===== src/design/rc4_pkg.sv =====
`timescale 1ns / 1ps

package rc4_pkg;

   localparam int KEY_WORDS    = 4;
   localparam int KEY_WORD_W   = 64;
   localparam int KEY_BITS     = KEY_WORDS * KEY_WORD_W;
   localparam int KEY_LENGTH_W = 6;
   localparam int CSR_INDEX_W  = 3;

   localparam logic [CSR_INDEX_W-1:0] CSR_KEY_WORD_0 = 3'd0;
   localparam logic [CSR_INDEX_W-1:0] CSR_KEY_WORD_1 = 3'd1;
   localparam logic [CSR_INDEX_W-1:0] CSR_KEY_WORD_2 = 3'd2;
   localparam logic [CSR_INDEX_W-1:0] CSR_KEY_WORD_3 = 3'd3;
   localparam logic [CSR_INDEX_W-1:0] CSR_KEY_LENGTH = 3'd4;

   localparam logic [KEY_LENGTH_W-1:0] KEY_LENGTH_RESET = 6'd16;

   typedef struct packed {
      logic [7:0] data_byte;
      logic       restart;
   } req_type;

   typedef struct packed {
      logic [7:0] out_byte;
      logic [7:0] keystream_byte;
   } rsp_type;

endpackage


===== src/design/rc4_perm_ram.sv =====
`timescale 1ns / 1ps

// 256 x 8 table, one write and one read port, registered read.
// A read of the address being written returns the new data.
module rc4_perm_ram (
   input  logic       clock,
   input  logic       wr_en,
   input  logic [7:0] wr_addr,
   input  logic [7:0] wr_data,
   input  logic       rd_en,
   input  logic [7:0] rd_addr,
   output logic [7:0] rd_data
);

   logic [7:0] perm_mem [256];
   logic [7:0] rd_data_ff;

   always_ff @(posedge clock) begin
      if (wr_en) begin
         perm_mem[wr_addr] <= wr_data;
      end
      if (rd_en) begin
         if (wr_en && (wr_addr == rd_addr)) begin
            rd_data_ff <= wr_data;
         end else begin
            rd_data_ff <= perm_mem[rd_addr];
         end
      end
   end

   assign rd_data = rd_data_ff;

endmodule


===== src/design/rc4_stream_cipher.sv =====
`timescale 1ns / 1ps

// Channel   Direction  Handshake            Word
// req       in         req_valid/req_stall  rc4_pkg::req_type (data_byte, restart)
// rsp       out        rsp_valid/rsp_stall  rc4_pkg::rsp_type (out_byte, keystream_byte)
// csr       in         csr_we               csr_index, csr_wdata (64 bits)
//
// Steady state: each byte makes three dependent accesses through the single read port
// of the table RAM; the next word may be accepted in the last step of the one before.
// Restart, or the first word after reset: identity fill, then K1, K2 and K3 per entry,
// then ST_START before the word's own steps.
// Reset is synchronous; the table keeps its contents and is refilled on first use.
// A stalled result holds the block at its last step; req_stall stays high meanwhile.
module rc4_stream_cipher #(
   parameter int KEY_MAX_BYTES = 32
) (
   input  logic                               clock,
   input  logic                               reset,
   input  logic                               req_valid,
   output logic                               req_stall,
   input  rc4_pkg::req_type                   req_data,
   output logic                               rsp_valid,
   input  logic                               rsp_stall,
   output rc4_pkg::rsp_type                   rsp_data,
   input  logic                               csr_we,
   input  logic [rc4_pkg::CSR_INDEX_W-1:0]    csr_index,
   input  logic [rc4_pkg::KEY_WORD_W-1:0]     csr_wdata
);

   localparam int KIDX_W = (KEY_MAX_BYTES > 1) ? $clog2(KEY_MAX_BYTES) : 1;
   localparam logic [rc4_pkg::KEY_LENGTH_W-1:0] KEY_MAX_LEN =
      rc4_pkg::KEY_LENGTH_W'(KEY_MAX_BYTES);

   localparam logic [3:0] ST_IDLE  = 4'd0;
   localparam logic [3:0] ST_INIT  = 4'd1;
   localparam logic [3:0] ST_K1    = 4'd2;
   localparam logic [3:0] ST_K2    = 4'd3;
   localparam logic [3:0] ST_K3    = 4'd4;
   localparam logic [3:0] ST_START = 4'd5;
   localparam logic [3:0] ST_P1    = 4'd6;
   localparam logic [3:0] ST_P2    = 4'd7;
   localparam logic [3:0] ST_P3    = 4'd8;

   logic [3:0]                          state_ff, state_in;
   logic [7:0]                          n_ff, n_in;
   logic [KIDX_W-1:0]                   kidx_ff, kidx_in;
   logic [7:0]                          i_ff, i_in;
   logic [7:0]                          j_ff, j_in;
   logic                                sched_ff, sched_in;
   logic [7:0]                          sv_ff, sv_in;
   logic                                fwd_ff, fwd_in;
   logic [7:0]                          byte_ff, byte_in;
   logic [rc4_pkg::KEY_BITS-1:0]        key_ff;
   logic [rc4_pkg::KEY_LENGTH_W-1:0]    keylen_ff;
   logic                                rsp_valid_ff;
   rc4_pkg::rsp_type                    rsp_data_ff;

   logic                                ram_we, ram_re;
   logic [7:0]                          ram_waddr, ram_wdata, ram_raddr, ram_rdata;

   logic                                req_accept, out_free, need_ks, rsp_load;
   logic [rc4_pkg::KEY_LENGTH_W-1:0]    len_eff;
   logic [4:0]                          kbyte_idx;
   logic [7:0]                          key_byte;
   logic [7:0]                          jn, t_addr, ks;

   rc4_perm_ram u_perm_ram (
      .clock   (clock),
      .wr_en   (ram_we),
      .wr_addr (ram_waddr),
      .wr_data (ram_wdata),
      .rd_en   (ram_re),
      .rd_addr (ram_raddr),
      .rd_data (ram_rdata)
   );

   assign out_free   = !rsp_valid_ff || !rsp_stall;
   assign req_stall  = !((state_ff == ST_IDLE) || ((state_ff == ST_P3) && out_free));
   assign req_accept = req_valid && !req_stall;
   assign need_ks    = req_data.restart || !sched_ff;
   assign rsp_load   = (state_ff == ST_P3) && out_free;

   always_comb begin
      if (keylen_ff == '0) begin
         len_eff = rc4_pkg::KEY_LENGTH_W'(1);
      end else if (keylen_ff > KEY_MAX_LEN) begin
         len_eff = KEY_MAX_LEN;
      end else begin
         len_eff = keylen_ff;
      end
   end

   assign kbyte_idx = 5'(kidx_ff);
   assign key_byte  = key_ff[{kbyte_idx, 3'b000} +: 8];
   assign jn        = j_ff + ram_rdata + key_byte;
   assign t_addr    = sv_ff + ram_rdata;
   // S[j] is written in ST_P3, after the keystream read is issued in ST_P2
   assign ks        = fwd_ff ? sv_ff : ram_rdata;

   always_comb begin
      state_in  = state_ff;
      n_in      = n_ff;
      kidx_in   = kidx_ff;
      i_in      = i_ff;
      j_in      = j_ff;
      sched_in  = sched_ff;
      sv_in     = sv_ff;
      fwd_in    = fwd_ff;
      byte_in   = byte_ff;
      ram_we    = 1'b0;
      ram_waddr = n_ff;
      ram_wdata = n_ff;
      ram_re    = 1'b0;
      ram_raddr = i_ff + 8'd1;

      unique case (state_ff)
         ST_IDLE: begin
            if (req_accept) begin
               byte_in = req_data.data_byte;
               if (need_ks) begin
                  state_in = ST_INIT;
                  n_in     = '0;
               end else begin
                  i_in     = i_ff + 8'd1;
                  ram_re   = 1'b1;
                  state_in = ST_P1;
               end
            end
         end
         ST_INIT: begin
            ram_we = 1'b1;
            n_in   = n_ff + 8'd1;
            if (n_ff == 8'hFF) begin
               ram_re    = 1'b1;
               ram_raddr = '0;
               kidx_in   = '0;
               j_in      = '0;
               state_in  = ST_K1;
            end
         end
         ST_K1: begin
            sv_in     = ram_rdata;
            j_in      = jn;
            ram_re    = 1'b1;
            ram_raddr = jn;
            if (rc4_pkg::KEY_LENGTH_W'(kidx_ff) == len_eff - 1'b1) begin
               kidx_in = '0;
            end else begin
               kidx_in = kidx_ff + KIDX_W'(1);
            end
            state_in = ST_K2;
         end
         ST_K2: begin
            ram_we    = 1'b1;
            ram_wdata = ram_rdata;
            state_in  = ST_K3;
         end
         ST_K3: begin
            ram_we    = 1'b1;
            ram_waddr = j_ff;
            ram_wdata = sv_ff;
            n_in      = n_ff + 8'd1;
            if (n_ff == 8'hFF) begin
               i_in     = '0;
               j_in     = '0;
               sched_in = 1'b1;
               state_in = ST_START;
            end else begin
               // next entry read overlaps the S[j] write; the RAM bypass covers j == n+1
               ram_re    = 1'b1;
               ram_raddr = n_ff + 8'd1;
               state_in  = ST_K1;
            end
         end
         ST_START: begin
            i_in     = i_ff + 8'd1;
            ram_re   = 1'b1;
            state_in = ST_P1;
         end
         ST_P1: begin
            sv_in     = ram_rdata;
            j_in      = j_ff + ram_rdata;
            ram_re    = 1'b1;
            ram_raddr = j_ff + ram_rdata;
            state_in  = ST_P2;
         end
         ST_P2: begin
            ram_we    = 1'b1;
            ram_waddr = i_ff;
            ram_wdata = ram_rdata;
            ram_re    = 1'b1;
            ram_raddr = t_addr;
            fwd_in    = (t_addr == j_ff);
            state_in  = ST_P3;
         end
         ST_P3: begin
            if (out_free) begin
               ram_we    = 1'b1;
               ram_waddr = j_ff;
               ram_wdata = sv_ff;
               state_in  = ST_IDLE;
               if (req_accept) begin
                  byte_in = req_data.data_byte;
                  if (need_ks) begin
                     state_in = ST_INIT;
                     n_in     = '0;
                  end else begin
                     i_in     = i_ff + 8'd1;
                     ram_re   = 1'b1;
                     state_in = ST_P1;
                  end
               end
            end
         end
         default: begin
            state_in = ST_IDLE;
         end
      endcase
   end

   always_ff @(posedge clock) begin
      if (reset) begin
         state_ff <= ST_IDLE;
         n_ff     <= '0;
         kidx_ff  <= '0;
         i_ff     <= '0;
         j_ff     <= '0;
         sched_ff <= 1'b0;
      end else begin
         state_ff <= state_in;
         n_ff     <= n_in;
         kidx_ff  <= kidx_in;
         i_ff     <= i_in;
         j_ff     <= j_in;
         sched_ff <= sched_in;
      end
   end

   always_ff @(posedge clock) begin
      sv_ff   <= sv_in;
      fwd_ff  <= fwd_in;
      byte_ff <= byte_in;
   end

   always_ff @(posedge clock) begin
      if (reset) begin
         key_ff    <= '0;
         keylen_ff <= rc4_pkg::KEY_LENGTH_RESET;
      end else if (csr_we) begin
         unique case (csr_index)
            rc4_pkg::CSR_KEY_WORD_0: key_ff[63:0]    <= csr_wdata;
            rc4_pkg::CSR_KEY_WORD_1: key_ff[127:64]  <= csr_wdata;
            rc4_pkg::CSR_KEY_WORD_2: key_ff[191:128] <= csr_wdata;
            rc4_pkg::CSR_KEY_WORD_3: key_ff[255:192] <= csr_wdata;
            rc4_pkg::CSR_KEY_LENGTH: keylen_ff <= csr_wdata[rc4_pkg::KEY_LENGTH_W-1:0];
            default: begin
            end
         endcase
      end
   end

   always_ff @(posedge clock) begin
      if (reset) begin
         rsp_valid_ff <= 1'b0;
      end else if (rsp_load) begin
         rsp_valid_ff <= 1'b1;
      end else if (!rsp_stall) begin
         rsp_valid_ff <= 1'b0;
      end
   end

   always_ff @(posedge clock) begin
      if (rsp_load) begin
         rsp_data_ff.out_byte       <= byte_ff ^ ks;
         rsp_data_ff.keystream_byte <= ks;
      end
   end

   assign rsp_valid = rsp_valid_ff;
   assign rsp_data  = rsp_data_ff;

   // a restart word, or any word before the schedule has run, must begin the fill pass at entry zero
   a_restart_fill: assert property (@(posedge clock) disable iff (reset)
      req_accept && need_ks |=> (state_ff == ST_INIT) && (n_ff == 8'd0))
      else $error("restart did not start the table fill");

   // the schedule must leave both indices cleared and the flag set
   a_start_clean: assert property (@(posedge clock) disable iff (reset)
      (state_ff == ST_START) |-> (i_ff == 8'd0) && (j_ff == 8'd0) && sched_ff)
      else $error("indices not cleared after key schedule");

   // the j read steps rely on no write landing in the same cycle
   a_no_write_on_jread: assert property (@(posedge clock) disable iff (reset)
      (state_ff == ST_K1 || state_ff == ST_P1) |-> !ram_we)
      else $error("table write during j read");

   // a finished step must present its keystream byte
   a_rsp_loaded: assert property (@(posedge clock) disable iff (reset)
      rsp_load |=> rsp_valid_ff && (rsp_data_ff.keystream_byte == $past(ks)))
      else $error("result not loaded after last step");

endmodule

===== config.mk =====
export PLATFORM = sky130hd
export DESIGN_NAME = rc4_stream_cipher
export DESIGN_NICKNAME = d
export VERILOG_FILES = /design/src/design/rc4_pkg.sv /design/src/design/rc4_perm_ram.sv /design/src/design/rc4_stream_cipher.sv
export SDC_FILE = /design/constraint.sdc
export NUM_CORES = 2
export LEC_CHECK = 0
export ABC_AREA = 1
export BUFFER_PORTS_ARGS = -buffer_cell sky130_fd_sc_hd__buf_4
export CAP_MARGIN = 40
export CORE_ASPECT_RATIO = 2
export CORE_MARGIN = 3
export CORE_UTILIZATION = 50
export DETAILED_ROUTE_END_ITERATION = 10
export PLACE_DENSITY = 0.65
export SKIP_LAST_GASP = 1
export SLEW_MARGIN = 20
export SYNTH_ARGS = -nofsm -noshare
export SYNTH_HDL_FRONTEND = slang
export SYNTH_SLANG_ARGS = --single-unit

===== constraint.sdc =====
create_clock -name clock -period 31.1 [get_ports clock]
set_clock_uncertainty 0.15 [all_clocks]
set_input_delay 4.665 -clock clock [delete_from_list [all_inputs] [get_ports clock]]
set_output_delay 4.665 -clock clock [all_outputs]
set_load 0.01 [all_outputs]

# Yosys cells after proc, flatten, opt, wreduce, memory -nomap -nowiden
# Memory sizes are Yosys's and may differ from the RTL's. A register that Yosys moved wholly into a read port is not among the register bits.
# Cells that the tools add are included.
# classes
n_shift,1
bitwise,1
magnitude_cmp,1
addsub,7
reduce_logical,34
eq_ne,21
muxes,45
# op_table
cell,count
$shiftx A256 B9 Y8,1
$mux W8,14
$pmux W8 S3,4
$pmux W8 S5,1
$pmux W4 S9,1
$pmux W8 S4,1
$add A8 B8 Y8,3
$reduce_and A2 Y1,10
$add A8 B1 Y8 const B,2
$eq A4 B3 Y1 const B,4
$pmux W8 S2,1
$mux W4,3
$mux W6,2
$mux W1,10
$mux W5,2
$pmux W5 S2,1
$mux W3,3
$eq A4 B2 Y1 const B,2
$eq A8 B8 Y1,1
$eq A8 B8 Y1 const B,1
$ne A2 B2 Y1 const B,4
$reduce_or A4 Y1,2
$xor A8 B8 Y8,1
$eq A3 B2 Y1 const B,2
other kinds (22),34
# word_totals
elab_cells,128
in_bits,81
reg_bits,330
ram_bits,2048
output_inout_bits,18
n_memories,1
# memory_table
memory,words,word_bits,rd,rd_clocked_by_memory_dff,wr,line,text
u_perm_ram.perm_mem,256,8,1,1,1,rc4_perm_ram.sv:15,logic [7:0] perm_mem [256];

# Depth between registers and ports, before layout
# depth
ltp_word,8
depth_mapped,30
depth_no_buf,27

# Cells and area by module
# A second synthesis with hierarchy kept.
# unflattened
cells_unflattened,9288
area_unflattened_um2,99839.5
# modules_own_cells
module,cells_each,seq_area_each_um2,instances,area_per_inst_um2
rc4_perm_ram,7047,61739.2,1,83547.6
rc4_stream_cipher,2241,6936.7,1,16291.9

# Worst setup path before layout
# Ideal clock, no wire load.
# synth_path
path_type,input-to-reg
startpoint,input port rsp_stall
endpoint,"memory u_perm_ram.perm_mem[0][0], data pin"
setup_slack_ps,17400
t_required_ps,29368
t_arrival_ps,11968
setup_time_ps,1582
n_path_buf,0
path_stages,4
cell_sequence,nand2_1 > nor2_1 > inv_2 > o2111ai_1
# synth_between
elab_chain_len,4
# synth_lines
item,line,text
from (decl),rc4_stream_cipher.sv:23,"input logic rsp_stall,"
$logic_not A1 Y1,--,
$logic_or A1 B1 Y1,rc4_stream_cipher.sv:77,assign out_free = !rsp_valid_ff || !rsp_stall;
$mux W8,rc4_stream_cipher.sv:197,if (out_free) begin
$pmux W8 S3,rc4_stream_cipher.sv:116,unique case (state_ff)
net ram_wdata[0],rc4_stream_cipher.sv:59,"logic [7:0] ram_waddr, ram_wdata, ram_raddr, ram_rdata;"
to (decl),rc4_perm_ram.sv:15,
# The timed path passes the listed nets, and every way through them passes these cells.

# Worst setup path in the final report
# layout_path
startpoint,input port rsp_stall
endpoint,output port req_stall
# layout_between
elab_chain_len,5
# layout_lines
item,line,text
$logic_not A1 Y1,--,
$logic_or A1 B1 Y1,rc4_stream_cipher.sv:77,
$logic_and A1 B1 Y1,--,
net rsp_load,rc4_stream_cipher.sv:61,"logic req_accept, out_free, need_ks, rsp_load;"
$logic_or A1 B1 Y1,rc4_stream_cipher.sv:78,assign req_stall = !((state_ff == ST_IDLE) || ((state_ff == ST_P3) && out_free));
$logic_not A1 Y1,rc4_stream_cipher.sv:78,
to (decl),rc4_stream_cipher.sv:20,"output logic req_stall,"
# The timed path passes the listed nets, and every way through them passes these cells.

==> impl_results.md <==
- Vias in the first global route: 74200
- Post-DP HPWL: 199000 um
- Outcome: finished, final reports clean
- Core area: 210000 um2
- Total GRT Usage: 0.284
- Measured slew at the worst slew-check pin: 1.12 ns
- Worst hold margin: 0.295 ns
- CTS buffer count: 208
- Pre-CTS setup slack: 20.20 ns
- RSZ-0062 raised after global routing: no
- Reg2reg end: u_perm_ram.rd_data[6]
- Final worst-path cycle share: 0.351
- Crit Path Max Fanout: 25
- Initial antenna violation count: 12
- Syn Inst Count: 10300
- IO Pins: 99
- Wire length of the first global-routing pass: 467000 um
- Initial DRC count: 6962
- Drt first pass iters: 8
- CP Capture Point: req_stall
- WP data required: 26.29 ns
- Max Cap Viol: 0
- Internal reg-to-reg setup slack: 21.95 ns
- Top-area cell type share of the netlist area: 0.593
- Post-CTS Setup Bufs: 0
- Reg-to-Reg Start: kbyte_idx[0]
- Largest area contributor in the netlist: edfxtp_1
- Layout cell share with drive strength beyond 1: 0.0645
- Worst Setup SP: rsp_stall
- Vias per inst: 5.75
- Final setup viols: 0
- Clock latency on the worst-skew pair: 0.88 ns
- Cell with the most instances after synthesis: edfxtp_1
- Fmax: 0.0916 GHz
- Max-slew violations: 0
- Critical Path Max Stage Delay: 0.35 ns
- Die W: 331 um
- Element type at the critical path start: input port
- Remaining DRCs: 0
- Synthesized net count: 10500
- Worst-path clk slew: 0.06 ns
- Root buffer cell: clkbuf_16
- Ys flop type: edfxtp_1
- Synth area leaders: edfxtp_1, nand3_1, nand2_1
- Final Worst Setup Slack: 20.19 ns
- Clock sinks: 2386
- Area grow syn2layout: 9.74%
- CP delay by family, top: buffers and inverters
- Clock period minus worst slack: 10.91 ns
- CP cell instances: buf_4 -> nand2_1 -> clkinv_1 -> nor2_2 -> buf_4 -> nor2_1 -> buf_4
- Die area: 218000 um2
- WL/cell: 24.2 um
- Syn Std Cell Area: 106000 um2
- # placed instances: 12700
- Max_slew headroom: 0.255
- Post-DRT Antenna Nets: 0
- Peak supply drop: 0.105 mV
- Final nets: 10300
- Tot Pwr: 9.56 mW
- Total wire length: 317000 um
- Pwr Density: 82.3 nW/um2
- Remaining Overflow, GRT: 0
- Yosys cell types: 56
- CTS tree: built
- Pin count of the biggest net entering global routing: 200
- Synth Register Bits: 2386
- Post-DP Area: 109000 um2
- Cts-stage hold buffer count: 0
- Core Util, Final: 0.552
- FF-to-FF path depth: 29
- Worst path bufs/invs: 4
- Maximum clock path buffer count: 4
- Post-Layout Cell Count: 13100
- # port buffers: 98
- CP dominant cell by count: buf_4
- Commonest cells post-synth: edfxtp_1, nand2_1, nand3_1, inv_1, nor2_1
- Leakage power total: 45.1 nW
- Critical Path Sink Type: output pin
- Setup CP Type: input port to output pin
- Ys async rst share: 0
- Post-synth EDFFs: 2089
- Seq/Total Area, Yosys: 0.649
- CTS HTree Levels: 4
- Final Hold Fails: 0
- Row cnt: 238
- Starting Density: 0.503
- Min-delay worst type: flop to flop
- Gpl congestion: 0.926
- Final instance area: 116000 um2
- Yosys warnings: 0
- Stages on worst setup path: 7
- CTS resizes: 0
- Die height: 657 um
- Vias: 75200
- Arrival time worst endpoint: 6.10 ns
- Avg Cell Area, Syn: 10.2 um2
- Worst path slowest cell: buf_4
- Setup tns final: 0 ns
==> registers in the layout, summed over array words and instances (netlist names), 4 cells and up <==
name	flops
u_perm_ram.perm_mem	2048
key_ff	256
rsp_data	16
byte_ff	8
i_ff	8
j_ff	8
n_ff	8
sv_ff	8
u_perm_ram.rd_data	8
keylen_ff	6
kbyte_idx	5
state_ff	4
==> where the power goes <==
part	total [mW]	internal, mW	switching, mW
Combinational	3.28	0.856	2.42
Clock	2.64	1.49	1.15
Sequential	3.64	3.61	0.0355
Total	9.56	5.95	3.61
==> worst min-delay path, stage by stage (launching register included) <==
cell     delay [ns]
dfxtp_1        0.31
inv_1          0.04
a21oi_1        0.05
==> how the worst min path moves through the flow <==
stage                           start     endpoint  slack, ns  cells after the start
final                     key_ff[212]  key_ff[212]       0.29                      2
after global routing      key_ff[240]  key_ff[240]       0.31                      2
after CTS                 key_ff[212]  key_ff[212]       0.30                      2
after detailed placement  key_ff[212]  key_ff[212]       0.29                      2
after global placement    key_ff[211]  key_ff[211]       0.28                      2
after floorplan           key_ff[208]  key_ff[208]       0.27                      2
==> layer usage <==
| metal | global-route usage | routed length (um) |
|---|---|---|
| met5 | 0 | 0 |
| met4 | 0.246 | 32400 |
| met3 | 0.0365 | 18800 |
| met2 | 0.506 | 162000 |
| met1 | 0.293 | 104000 |
==> cells by family (layout without fill, tap and decap cells) <==
| group | count (synthesis) | in the layout | synth area share |
|---|---|---|---|
| compound gates | 816 | 816 | 0.0443 |
| flops | 2386 | 2386 | 0.649 |
| fa+ha+maj | 28 | 28 | 0.00352 |
| simple gates | 5283 | 5283 | 0.231 |
| buf+inv | 1780 | 1745 | 0.0679 |
| other cells | 0 | 11 | 0 |
| xor+xnor | 45 | 45 | 0.00372 |
| mux | 3 | 3 | 0.000319 |
==> layout make-up <==
class	count	area (um2)
antenna	11	27.5
clock buffer	255	5540
sequential	2386	68700
inverter	1083	4090
tap	2760	3450
fill	17800	94100
timing repair buffer	293	2940
multi-input combinational	6175	30200
clock inverter	114	1260
==> cell usage in the layout (no fill, tap or decap), types with 9 or more instances in the layout <==
cell type | Yosys | layout
inv_1 | 1065 | 1062
o221ai_1 | 40 | 40
nor3_1 | 13 | 11
buf_12 | 0 | 19
a21oi_1 | 162 | 162
inv_2 | 14 | 12
xor2_1 | 35 | 35
nand4_1 | 17 | 17
nor2_1 | 836 | 834
edfxtp_1 | 2089 | 2089
nand3_1 | 1816 | 1814
bufinv_16 | 0 | 27
clkinv_1 | 4 | 38
o22ai_1 | 14 | 14
buf_16 | 0 | 23
a31oi_1 | 11 | 11
nand2_1 | 1993 | 1992
o21ai_0 | 437 | 432
o211ai_1 | 121 | 121
diode_2 | 0 | 11
xnor2_1 | 10 | 10
nand3b_1 | 577 | 577
inv_6 | 0 | 9
clkinv_2 | 0 | 35
buf_4 | 10 | 241
dfxtp_1 | 297 | 295
clkbuf_16 | 0 | 213
ha_1 | 25 | 25
clkbuf_1 | 275 | 36
Power figures use the tool's default switching activity.
